`config.mk`:
```
export PLATFORM = sky130hd
export DESIGN_NAME = ipv4_rx_header_checker_unit
export DESIGN_NICKNAME = d
export VERILOG_FILES = /design/src/design/ihc_pkg.sv /design/src/design/ipv4_rx_header_checker_unit.sv
export SDC_FILE = /design/constraint.sdc
export NUM_CORES = 1
export LEC_CHECK = 0
export ABC_AREA = 1
export BUFFER_PORTS_ARGS = -buffer_cell sky130_fd_sc_hd__buf_4
export CAP_MARGIN = 30
export CORE_ASPECT_RATIO = 1.1
export CORE_MARGIN = 3
export CORE_UTILIZATION = 45
export CTS_BUF_LIST = sky130_fd_sc_hd__clkbuf_4 sky130_fd_sc_hd__clkbuf_8
export CTS_CLUSTER_DIAMETER = 40
export DETAILED_ROUTE_END_ITERATION = 7
export PLACE_DENSITY = 0.66
export RECOVER_POWER = 100
export SETUP_SLACK_MARGIN = 0.1
export SYNTH_ARGS = -nofsm -noshare
export SYNTH_HDL_FRONTEND = slang
export SYNTH_SLANG_ARGS = --single-unit
```
`constraint.sdc`:
```
create_clock -name clk -period 8.1 [get_ports clk]
set_input_delay 0.81 -clock clk [delete_from_list [all_inputs] [get_ports clk]]
set_output_delay 0.81 -clock clk [all_outputs]
set_load 0.05 [all_outputs]
```
`src/design/ihc_pkg.sv`:
```
// Types and constants of the IPv4 receive header checker.
package ihc_pkg;

  // Verdict codes, in the order the checks are applied.
  typedef enum logic [2:0] {
    STATUS_ACCEPT    = 3'd0,
    STATUS_SHORT     = 3'd1,
    STATUS_VERSION   = 3'd2,
    STATUS_HDR_LEN   = 3'd3,
    STATUS_TOTAL_LEN = 3'd4,
    STATUS_CHECKSUM  = 3'd5,
    STATUS_NOT_LOCAL = 3'd6
  } status_t;

  // Byte offsets of the header fields within the packet.
  localparam logic [15:0] OFS_VER_IHL   = 16'd0;
  localparam logic [15:0] OFS_TLEN_HI   = 16'd2;
  localparam logic [15:0] OFS_TLEN_LO   = 16'd3;
  localparam logic [15:0] OFS_PROTOCOL  = 16'd9;
  localparam logic [15:0] OFS_CSUM_HI   = 16'd10;
  localparam logic [15:0] OFS_CSUM_LO   = 16'd11;
  localparam logic [15:0] OFS_SRC_FIRST = 16'd12;
  localparam logic [15:0] OFS_SRC_LAST  = 16'd15;
  localparam logic [15:0] OFS_DST_FIRST = 16'd16;
  localparam logic [15:0] OFS_DST_LAST  = 16'd19;

  localparam logic [15:0] MIN_PKT_BYTES = 16'd20;
  localparam logic [5:0]  MIN_HDR_BYTES = 6'd20;
  localparam logic [3:0]  VERSION_IPV4  = 4'd4;
  localparam logic [15:0] BYTE_CNT_MAX  = 16'hFFFF;

  localparam int unsigned OUT_TDATA_W = 88;

  // Result item, last field in the lowest bits.
  typedef struct packed {
    logic [6:0]  fill;
    logic [15:0] padding_bytes;
    logic [15:0] payload_bytes;
    logic [5:0]  header_bytes;
    logic [31:0] source_address;
    logic [7:0]  protocol_number;
    status_t     status;
  } out_item_t;

endpackage

```
`src/design/ipv4_rx_header_checker_unit.sv`:
```
// IPv4 receive header checker: byte-wise header capture, checksum and verdict.
// Takes a received IPv4 packet one byte per item (tlast on the final byte) and
// returns one verdict item per packet, issued after the final byte; other bytes
// give no result. Each byte passes an input register and is folded into the
// header state in the following cycle, a final byte only once the output is
// free, so one byte is taken every clock cycle while the input register is not
// stuck behind an untaken verdict; the verdict passes the input register and
// then the output register to out_tdata and is held until taken. The checks are
// applied in order: short packet, version, header length, total length, header
// checksum, destination against cfg_wr_data as last written (zero after reset).
// Payload and padding lengths are zero unless the packet is accepted, and the
// received length saturates at 65535.
module ipv4_rx_header_checker_unit
  import ihc_pkg::*;
(
  input  logic                   clk,
  input  logic                   rst_n,
  input  logic                   in_tvalid,
  output logic                   in_tready,
  input  logic [7:0]             in_tdata,   // [7:0] rx_byte
  input  logic                   in_tlast,   // last_byte
  output logic                   out_tvalid,
  input  logic                   out_tready,
  // [2:0] status, [10:3] protocol_number, [42:11] source_address,
  // [48:43] header_bytes, [64:49] payload_bytes, [80:65] padding_bytes, rest zero
  output logic [OUT_TDATA_W-1:0] out_tdata,
  input  logic                   cfg_wr_en,
  input  logic [31:0]            cfg_wr_data
);

  logic        in_vld_r;
  logic [7:0]  in_byte_r;
  logic        in_last_r;
  logic        out_free;
  logic        proc;

  logic [31:0] local_ip_r;

  logic [15:0] byte_count_r,  byte_count_nxt;
  logic [15:0] csum_r,        csum_nxt;
  logic [7:0]  pending_r,     pending_nxt;
  logic [3:0]  version_r,     version_nxt;
  logic [3:0]  hdr_words_r,   hdr_words_nxt;
  logic [15:0] total_len_r,   total_len_nxt;
  logic [15:0] stored_csum_r, stored_csum_nxt;
  logic [7:0]  protocol_r,    protocol_nxt;
  logic [31:0] source_r,      source_nxt;
  logic [31:0] dest_r,        dest_nxt;

  logic        out_vld_r,  out_vld_nxt;
  out_item_t   out_item_r, out_item_nxt;

  logic [15:0] idx;
  logic [7:0]  csum_byte;
  logic [15:0] csum_word;
  logic [16:0] csum_sum17;
  logic [15:0] csum_fold;
  logic [15:0] hdr_limit;
  logic [5:0]  hdr_bytes;
  status_t     verdict;

  assign out_free  = !out_vld_r || out_tready;
  // A non-final byte never waits on the output side.
  assign proc      = in_vld_r && (!in_last_r || out_free);
  assign in_tready = !in_vld_r || proc;

  assign out_tvalid = out_vld_r;
  assign out_tdata  = out_item_r;

  assign idx        = byte_count_r;
  assign csum_byte  = (idx == OFS_CSUM_HI || idx == OFS_CSUM_LO) ? 8'd0 : in_byte_r;
  assign csum_word  = {pending_r, csum_byte};
  assign csum_sum17 = {1'b0, csum_r} + {1'b0, csum_word};
  assign csum_fold  = csum_sum17[15:0] + {15'd0, csum_sum17[16]};

  // The header length may arrive with this very byte, so the limit uses the new value.
  assign hdr_limit = (idx == OFS_VER_IHL) ? {10'd0, in_byte_r[3:0], 2'b00} :
                                            {10'd0, hdr_words_r, 2'b00};

  // Header capture and checksum accumulation for the byte in the input register.
  always_comb begin
    version_nxt     = version_r;
    hdr_words_nxt   = hdr_words_r;
    total_len_nxt   = total_len_r;
    protocol_nxt    = protocol_r;
    stored_csum_nxt = stored_csum_r;
    source_nxt      = source_r;
    dest_nxt        = dest_r;
    pending_nxt     = pending_r;
    csum_nxt        = csum_r;
    byte_count_nxt  = byte_count_r;

    if (proc) begin
      if (idx == OFS_VER_IHL) begin
        version_nxt   = in_byte_r[7:4];
        hdr_words_nxt = in_byte_r[3:0];
      end else if (idx == OFS_TLEN_HI) begin
        total_len_nxt[15:8] = in_byte_r;
      end else if (idx == OFS_TLEN_LO) begin
        total_len_nxt[7:0] = in_byte_r;
      end else if (idx == OFS_PROTOCOL) begin
        protocol_nxt = in_byte_r;
      end else if (idx == OFS_CSUM_HI) begin
        stored_csum_nxt[15:8] = in_byte_r;
      end else if (idx == OFS_CSUM_LO) begin
        stored_csum_nxt[7:0] = in_byte_r;
      end else if (idx inside {[OFS_SRC_FIRST:OFS_SRC_LAST]}) begin
        // Offset 12 lands in the top byte, offset 15 in the bottom one.
        source_nxt[{~idx[1:0], 3'b000} +: 8] = source_r[{~idx[1:0], 3'b000} +: 8] | in_byte_r;
      end else if (idx inside {[OFS_DST_FIRST:OFS_DST_LAST]}) begin
        dest_nxt[{~idx[1:0], 3'b000} +: 8] = dest_r[{~idx[1:0], 3'b000} +: 8] | in_byte_r;
      end

      if (idx < hdr_limit) begin
        if (!idx[0]) begin
          pending_nxt = csum_byte;
        end else begin
          csum_nxt = csum_fold;
        end
      end

      if (byte_count_r != BYTE_CNT_MAX) begin
        byte_count_nxt = byte_count_r + 16'd1;
      end
    end
  end

  assign hdr_bytes = {hdr_words_nxt, 2'b00};

  always_comb begin
    if (byte_count_nxt < MIN_PKT_BYTES) begin
      verdict = STATUS_SHORT;
    end else if (version_nxt != VERSION_IPV4) begin
      verdict = STATUS_VERSION;
    end else if (hdr_bytes < MIN_HDR_BYTES) begin
      verdict = STATUS_HDR_LEN;
    end else if (total_len_nxt > byte_count_nxt || total_len_nxt < {10'd0, hdr_bytes}) begin
      verdict = STATUS_TOTAL_LEN;
    end else if (~csum_nxt != stored_csum_nxt) begin
      verdict = STATUS_CHECKSUM;
    end else if (dest_nxt != local_ip_r) begin
      verdict = STATUS_NOT_LOCAL;
    end else begin
      verdict = STATUS_ACCEPT;
    end
  end

  always_comb begin
    out_vld_nxt  = out_vld_r;
    out_item_nxt = out_item_r;
    if (proc && in_last_r) begin
      out_vld_nxt                  = 1'b1;
      out_item_nxt.fill            = '0;
      out_item_nxt.status          = verdict;
      out_item_nxt.protocol_number = protocol_nxt;
      out_item_nxt.source_address  = source_nxt;
      out_item_nxt.header_bytes    = hdr_bytes;
      if (verdict == STATUS_ACCEPT) begin
        out_item_nxt.payload_bytes = total_len_nxt - {10'd0, hdr_bytes};
        out_item_nxt.padding_bytes = byte_count_nxt - total_len_nxt;
      end else begin
        out_item_nxt.payload_bytes = '0;
        out_item_nxt.padding_bytes = '0;
      end
    end else if (out_tready) begin
      out_vld_nxt = 1'b0;
    end
  end

  always_ff @(posedge clk) begin
    if (!rst_n) begin
      in_vld_r   <= 1'b0;
      out_vld_r  <= 1'b0;
      local_ip_r <= '0;
    end else begin
      if (in_tready) begin
        in_vld_r <= in_tvalid;
      end
      out_vld_r <= out_vld_nxt;
      if (cfg_wr_en) begin
        local_ip_r <= cfg_wr_data;
      end
    end
  end

  always_ff @(posedge clk) begin
    if (in_tready && in_tvalid) begin
      in_byte_r <= in_tdata;
      in_last_r <= in_tlast;
    end
    out_item_r <= out_item_nxt;
  end

  // Per-packet state; everything clears once the final byte is folded in.
  always_ff @(posedge clk) begin
    if (!rst_n || (proc && in_last_r)) begin
      byte_count_r  <= '0;
      csum_r        <= '0;
      pending_r     <= '0;
      version_r     <= '0;
      hdr_words_r   <= '0;
      total_len_r   <= '0;
      stored_csum_r <= '0;
      protocol_r    <= '0;
      source_r      <= '0;
      dest_r        <= '0;
    end else begin
      byte_count_r  <= byte_count_nxt;
      csum_r        <= csum_nxt;
      pending_r     <= pending_nxt;
      version_r     <= version_nxt;
      hdr_words_r   <= hdr_words_nxt;
      total_len_r   <= total_len_nxt;
      stored_csum_r <= stored_csum_nxt;
      protocol_r    <= protocol_nxt;
      source_r      <= source_nxt;
      dest_r        <= dest_nxt;
    end
  end

endmodule

```
==> impl_metrics.csv <==
group,metric,value,unit
clock_tree,cts_setup_buffers,0,
run_status,status,"finished with violations",
setup_path,worst_path_most_repeated_cell,"nand2_1",
floorplanning,num_rows,70,
pwr,p_clk_frac,0.402,
sta,rsz0062_at_grt,"no",
placement,placedCellCount,2661,
synthesis,synth.ff_latch_count,274,
setup_path,worstPathRequired,8.44,ns
drt,first_pass_iters,5,
sta,period_share,0.9020,
clock_tree,htreeDepth,2,
cells_and_area,layout.cells.non_filler,2752,
sta,final.setup_skew,0.02818,ns
clock_tree,cts_hold_buf,0,
cells_and_area,mostFrequentLayoutCells,"nand2_1, inv_1, nor2_1",
floorplanning,dieWidth,182.9,microns
clock_tree,clock_latency,0.60,ns
setup_path,crit_buf_inv,3,
cells_and_area,multi_input_area,0.007555,sq mm
placement,gp_routability_congestion,0.9635,
global_route,grt_pass1_wl,68900,microns
worst_hold_path,holdPathStages,1,
synthesis,ys.flop_type,"dfxtp_1",
drt,vias_per_cell,5.202,
synthesis,yosysTopAreaCell,"dfxtp_1",
synthesis,ys_types,55,
floorplanning,fp.dieArea,0.03667,sq mm
placement,dp_hpwl,32130,microns
worst_hold_path,min_from,"in_tlast",
clock_tree,clk_pin_slew,0.06,ns
sta,finalMaxSlewViolations,271,
sta,fin_ws,0.7938,ns
drt,drt_iter0_drc,1096,
placement,io_buffer_count,126,
sta,relSlewSlack,-1.642,
placement,place_ws,1.405,ns
setup_path,r2r_slack,0.79,ns
clock_tree,cts_root_buffer,"clkbuf_8",
cells_and_area,final_common_cell,"nand2_1",
global_route,antenna_found_initial,0,
placement,dpl_cell_area,0.01676,sq mm
pwr,p_leak,8.019,nW
drt,drt-total-wl,43600,microns
floorplanning,die_y,200.5,microns
setup_path,cp_slowest_cell,"dlymetal6s4s_1",
synthesis,avgSynthCellArea,7.182,sq um
run_status,violations,"capacitance limit, slew limit",
global_route,grt_overflow,0,
setup_path,endpoint_kind,"flop",
synthesis,yosys-top-cells-area,"dfxtp_1, edfxtp_1, nand2_1",
cells_and_area,layout.nets,2374,
pwr,p_int,2.290,mW
worst_hold_path,hold_class,"input port to flop",
drt,ant_nets,0,
global_route,track_usage,0.2301,
sta,setup_viol,0,
cells_and_area,fill_cells,3468,
floorplanning,start_util,0.4604,
sta,holdWs,0.4151,ns
setup_path,crit_chain,"nand2_1 > nand2_1 > inv_1 > nand2_1 > nand2_1 > clkbuf_1 > dlymetal6s4s_1 > nor2_1",
synthesis,synth_edf_count,88,
drt,wire_per_inst,15.84,microns
cells_and_area,regArea,0.006367,sq mm
pwr,p_per_area,186.5,mW/mm^2
synthesis,ys_seq_area_frac,0.4112,
synthesis,synthCells,2156,
job,maxCapViolCount,5,
synthesis,synth_warnings,0,
sta,tightest_slew,3.964,ns
pwr,p_sw_frac,0.2883,
worst_hold_path,hold_end,"in_last_r",
sta,period_needed,7.306,ns
synthesis,syn_area,0.01548,sq mm
drt,drc,0,
cells_and_area,drive_above_1_share,0.08147,
setup_path,cp_max_fo,53,
sta,fin_tns_setup,0,ns
setup_path,worstSetupPathType,"flop to flop",
clock_tree,cts_buffers,48,
pwr,combPwrFrac,0.140,
clock_tree,numClockSinks,274,
pwr,ir_drop,0.1509,mV
sta,finalHoldViolCount,0,
sta,fmax,0.1369,GHz
clock_tree,cts_tree,"yes",
setup_path,worstPathArrival,7.64,ns
setup_path,worstReg2RegStart,"in_last_r",
synthesis,synth_top_cell_area_share,0.2405,
synthesis,async_reset_ff_frac,0,
setup_path,cpLargestDelayFamily,"buffers and inverters",
global_route,grt_pass1_vias,13530,
drt,vias,14320,
cells_and_area,final_cell_area,0.01726,sq mm
clock_tree,cts.repair.resized,0,
pwr,p_sw,928.1,uW
setup_path,worstRegToRegCells,8,
floorplanning,ioPinCount,136,
global_route,grt_max_degree,80,
pwr,power_frac_seq,0.458,
clock_tree,ctsLongestPathBuffers,3,
floorplanning,core,0.03363,sq mm
cells_and_area,area_growth,11.47,%
setup_path,critPathMaxStageDelay,1.68,ns
cells_and_area,antennaDiodeCount,0,
setup_path,critPathLaunchType,"flop",
setup_path,r2r_end,"byte_count_r[1]",
## metal layers
layer | global-route usage | up-vias | wire (microns)
met5 | 0 | - | 0
met4 | 0.1078 | 0 | 2034
met3 | 0.04132 | 124 | 2856
met2 | 0.3751 | 495 | 19990
met1 | 0.2963 | 6468 | 18720
li1 | - | 7229 | -
## logic make-up (layout without fill, tap and decap cells)
group                      after synthesis  count (layout)  synth area share
AOI/OAI and AO/OA                      252             252           0.08881
xor gates and xnor gates                40              40           0.02263
adders and majority gates               48              48           0.04024
buffers and inverters                  357             513           0.09333
DFF                                    274             274            0.4112
muxes                                   16              16           0.01083
other                                    1               9         0.0002422
and+or+nand+nor                       1168            1168            0.3328
## worst max path at each step
stage                         start              end  depth (start not counted)
floorplan           byte_count_r[0]    out_tdata[50]                         44
global placement    byte_count_r[0]    out_tdata[80]                         39
detailed placement  byte_count_r[0]    out_tdata[80]                         39
CTS                 byte_count_r[0]    out_tdata[80]                         39
global route              in_last_r  byte_count_r[1]                          8
finish                    in_last_r  byte_count_r[1]                          8
## final cells by class
cell class,count,area share
clock inverters,20,0.008264
well taps,432,0.03132
multi-input cells,1533,0.4377
clock buffers,70,0.04893
inverters,278,0.06061
repair buffers,145,0.04422
flip-flops and latches,274,0.3689
## sequential cells by signal (all words and copies together), names as in the netlist
register / flops
csum_r: 16
in_byte_r: 8
byte_count_r: 16
in_last_r: 1
in_vld_r: 1
protocol_r: 8
stored_csum_r: 16
pending_r: 8
total_len_r: 16
source_r: 32
dest_r: 32
out_tvalid: 1
hdr_words_r: 4
version_r: 4
local_ip_r: 32
out_tdata: 79
## synthesized netlist by cell type, types with 31 or more instances
cell type and count:
nand2_1 581, inv_1 269, nor2_1 256, dfxtp_1 186
nand3_1 173, a21oi_1 126, edfxtp_1 88, o21ai_0 86
clkbuf_1 45, ha_1 45, nand4_1 40, xor2_1 31
## power by group through the flow
| stage | registers, mW | logic [mW] | clock network, mW |
|---|---|---|---|
| CTS | 1.47 | 0.467 | 1.33 |
| detailed placement | 1.50 | 0.466 | 0 |
| global placement | 1.50 | 0.460 | 0 |
| global route | 1.48 | 0.501 | 1.39 |
| floorplan | 1.53 | 0.313 | 0 |
| finish | 1.47 | 0.451 | 1.29 |
## per-stage QoR
step | util | total power, mW
after floorplan | - | 1.840
after global placement | 0.4977 | 1.960
after detailed placement | 0.4983 | 1.967
after CTS | 0.5276 | 3.265
after global routing | 0.5132 | 3.369
final | 0.5132 | 3.219
Note: power is estimated with default switching activity, not from simulation.
